`config.mk`:
```
export PLATFORM = sky130hd
export DESIGN_NAME = gfba_div
export DESIGN_NICKNAME = d
export VERILOG_FILES = /design/src/rtl/core/gfba_pkg.sv /design/src/rtl/core/gfba_div.sv
export SDC_FILE = /design/constraint.sdc
export NUM_CORES = 1
export LEC_CHECK = 0
export BUFFER_PORTS_ARGS = -buffer_cell sky130_fd_sc_hd__buf_4
export CORE_AREA = 2 2 39 41
export DETAILED_ROUTE_END_ITERATION = 8
export DIE_AREA = 0 0 41 43
export HOLD_SLACK_MARGIN = 0.05
export PLACE_DENSITY_LB_ADDON = 0.15
export SYNTH_ARGS = -nofsm -noshare
export SYNTH_HDL_FRONTEND = slang
export SYNTH_SLANG_ARGS = --single-unit
```
`constraint.sdc`:
```
create_clock -name clk -period 3.72 [get_ports clk]
set_input_delay 0.93 -clock clk [delete_from_list [all_inputs] [get_ports clk]]
set_output_delay 0.93 -clock clk [all_outputs]
set_load 0.005 [all_outputs]
```
`src/rtl/core/gfba_pkg.sv`:
```
// ----------------------------------------------------------------------------
// gfba_pkg
// Shared widths, command and status codes, and the divider result type for
// the grouped free-block allocator.
// ----------------------------------------------------------------------------
package gfba_pkg;

  localparam int OFFSET_W = 19;
  localparam int STATUS_W = 3;

  localparam logic CMD_ALLOC = 1'b0;
  localparam logic CMD_FREE  = 1'b1;

  localparam logic [STATUS_W-1:0] ST_OK         = 3'd0;
  localparam logic [STATUS_W-1:0] ST_NO_FREE    = 3'd1;
  localparam logic [STATUS_W-1:0] ST_MISALIGNED = 3'd2;
  localparam logic [STATUS_W-1:0] ST_NOT_IN_USE = 3'd3;
  localparam logic [STATUS_W-1:0] ST_ALL_FREE   = 3'd4;

  typedef struct packed {
    logic                done;
    logic                aligned;
    logic [OFFSET_W-1:0] quot;
  } div_res_t;

endpackage

```
`src/rtl/core/gfba_div.sv`:
```
// ----------------------------------------------------------------------------
// gfba_div
// Splits a byte offset into a block number and an in-block remainder for a
// power-of-two block size: a shift and a mask, registered once. Reports the
// block number and whether the remainder is zero in the cycle after start.
// ----------------------------------------------------------------------------
module gfba_div #(
  parameter int DIVISOR = 512
) (
  input  logic                          clk,
  input  logic                          rst,
  input  logic                          start,
  input  logic [gfba_pkg::OFFSET_W-1:0] dividend,
  output gfba_pkg::div_res_t            res
);
  import gfba_pkg::*;

  localparam int                  SH       = $clog2(DIVISOR);
  localparam logic [OFFSET_W-1:0] LOW_MASK = OFFSET_W'(DIVISOR - 1);

  logic                done;
  logic                aligned;
  logic [OFFSET_W-1:0] quo;

  always_ff @(posedge clk) begin
    if (rst) begin
      done <= 1'b0;
    end else begin
      done <= start;
    end
  end

  always_ff @(posedge clk) begin
    if (start) begin
      quo     <= dividend >> SH;
      aligned <= ((dividend & LOW_MASK) == '0);
    end
  end

  assign res.done    = done;
  assign res.aligned = aligned;
  assign res.quot    = quo;

endmodule

```
* After elaboration in Yosys (flattened, before gate mapping) *
Index checks and enable logic that the tools add are counted.
Widths: inputs -> output; s select.

cells by class
  add/sub/neg operators = 0
  multipliers = 0
  div/mod/pow operators = 0
  $lt $le $gt $ge = 0
  eq/ne operators = 0
  shifts and indexed selects = 0
  mux-type cells = 0
  bitwise gates (word level) = 0
  reduce and logical (&&, ||, !) cells = 1

operators with widths
  operator          count
  $logic_not 19->1  1

word-level totals
  bits in registers = 12
  bits in latches = 0
  memory bits (writable) = 0
  memory bits (read-only) = 0
  input port bits = 22
  logic and storage cells = 4
  memories = 0

* Depth between registers and ports, before layout *
  word-level depth = 1
  gate-level depth with buffers = 2
  depth with buffers taken out = 2

* Worst setup path after synthesis *
Ideal clock, no wire load.

  path type = input-to-reg
  start = in dividend[6] (netlist bit)
  end = reg aligned (data pin)
  library setup time = 170 ps
  arrival = 1,647 ps
  required time = 3,550 ps
  slack = 1,903 ps
  stages on the path = 2
  path through = or4_1 > nor4_2

between the ends
  cells in the longest elaborated chain, start to end = 1

ends and longest elaborated chain
  item                    RTL line        text
  start: declaration      gfba_div.sv:13  input logic [gfba_pkg::OFFSET_W-1:0] dividend,
  $logic_not 19->1        gfba_div.sv:36  aligned <= ((dividend & LOW_MASK) == '0);
  end signal: assignment  gfba_div.sv:36
  end: declaration        gfba_div.sv:22  logic aligned;

No other way between the ends.
A chain may end at the register's enable or synchronous reset.

* Worst setup path after layout *
  start = reg quo[5]
  end = out res[5] (netlist bit)

RTL lines
  item                      RTL line        text
  start: declaration        gfba_div.sv:23  logic [OFFSET_W-1:0] quo;
  start signal: assignment  gfba_div.sv:35  quo <= dividend >> SH;
  end: declaration          gfba_div.sv:14  output gfba_pkg::div_res_t res

No word-level cell between the ends.

==> impl_metrics.py <==
metrics = {
    "run_status": {
        "status": "completed",
    },
    "floorplanning": {
        "initial_core_util_pct": 33.9,
        "std_cell_rows": 14,
        "io_pins": 43,
        "die_w_um": 41,
        "die_h_um": 43,
        "core_area_um2": 1380,
        "dieArea_um2": 1760,
    },
    "worst_setup_path": {
        "critical_path.top_delay_family": "flip-flops",
        "crit_fanout": 1,
        "critPathCaptureType": "output pin",
        "path_buf_inv": 1,
        "cp_slowest_cell": "edfxtp_1",
        "cp_cell_sequence": "buf_4",
        "cp.required_ns": 2.79,
        "slowest_delay_ns": 0.38,
        "crit_arrival_ns": 0.79,
        "path_class": "register to output pin",
        "worstSetupStartpointType": "register",
    },
    "logic_synthesis": {
        "yosysWarnings": 0,
        "ys_ff_latch": 12,
        "syn_inst": 28,
        "syn_area_per_cell_um2": 16.8,
        "ys_types": 8,
        "synth_area_leaders": "edfxtp_1 70%, buf_4 18%, dfxtp_1 4.3%",
        "synth_top_cell_area_share_pct": 70.4,
        "yosysSeqAreaShare_pct": 74.7,
        "syn_area_um2": 469,
        "netlist.top_cell.by_area": "edfxtp_1",
    },
    "global_routing": {
        "grt.total_usage_pct": 8.12,
        "antenna_found_initial": 0,
        "grt_overflow": 0,
        "grt_pass1_wl_um": 903,
        "first_global_vias": 232,
        "grt_max_degree": 13,
    },
    "routing": {
        "firstDrtPassIters": 1,
        "wl_um": 773,
        "via_count": 300,
        "ant_nets": 0,
        "wl_per_cell_um": 9.91,
        "drtIter0Drc": 0,
        "drc_errors": 0,
        "viasPerCell": 3.85,
    },
    "cells_and_area": {
        "final_nets": 85,
        "final_layout_size_suffix_gt1_share_pct": 61.3,
        "fin_cells": 78,
        "fin_util_pct": 52.1,
        "diodes": 0,
        "area_growth_pct": 53.6,
        "layout_common_cells": "33 x buf_4, 11 x edfxtp_1, 9 x conb_1",
        "layout_commonest_cell": "buf_4",
    },
    "clock_tree": {
        "postCtsHoldBufs": 0,
        "cts_setup_buffers": 0,
        "path_clk_slew_ns": 0.07,
        "cts_tree": "yes",
        "cts_max_path_buffers": 2,
        "cts_resized": 0,
        "root_buffer": "clkbuf_4",
        "cts.htree.levels": 1,
        "cts-buffers-inserted": 3,
        "cts.sinks": 12,
    },
    "placement": {
        "place_ws_ns": 1.76,
        "routabilityCongestion": 0.608,
        "place.port_buffers": 33,
        "dp_cells": 74,
        "hpwl_um": 646,
    },
    "power": {
        "vdd_drop_max_mv": 0.178,
        "p_leak_nw": 0.329,
        "p_per_area_nw_per_um2": 411,
    },
    "sta": {
        "fmax_mhz": 582,
        "finalCritPeriodShare_pct": 46.2,
        "hold_ws_ns": 0.817,
        "finalSetupTns_ns": 0,
        "maxSlewViolCount": 0,
        "period_needed_ns": 1.72,
        "hold_viol_final": 0,
        "rsz0062_at_grt": "false",
        "finalSetupViolCount": 0,
        "setup_slack_ns": 2.00,
    },
    "min_path": {
        "hold_class": "input pin to register",
    },
    "job": {
        "max-cap-violations": 0,
    },
}
==> where the power goes <==
part           internal [mW]  switching (mW)
registers              0.158         0.00255
logic                 0.0253          0.0121
clock network         0.0593          0.0386
==> sequential cells by signal, indices dropped and copies added (netlist names) <==
register and flops:
done 1, quo 10, aligned 1
==> synth_stat cells, drive strengths merged <==
master and n:
nor4 1, or3 1, or4 1, dfxtp 1
edfxtp 11, nor2b 1, buf 11, conb 1
==> cells by family (layout without fill, tap and decap cells) <==
family        after synthesis  after routing  share of synthesized area [%]
other cells                 1              9                          0.799
simple gates                4              4                           6.94
flops                      12             12                           74.7
buf+inv                    11             37                           17.6
==> routing by layer <==
layer | GRT usage, % | wire length [um]
met5 | 0 | 0
met4 | 6.00 | 0
met3 | 3.66 | 136
met2 | 11.9 | 371
met1 | 8.68 | 265
==> cell type report <==
type,instances,area (um^2)
timing repair buffer,33,248
sequential,12,350
clock buffer,4,36.3
multi-input combinational,13,66.3
tap,16,20.0
fill,134,663
==> final timing paths <==
kind,cells after the start,endpoint,from
setup / recovery,1,res[5],quo[5]
hold / removal,2,done,rst
==> through the flow <==
stage | power [mW] | cell area (um^2)
after floorplan | 0.176 | 499
after global placement | 0.200 | 684
after detailed placement | 0.201 | 684
after CTS | 0.301 | 721
after global routing | 0.312 | 721
final | 0.296 | 721
Note: power is estimated with default switching activity, not from simulation.
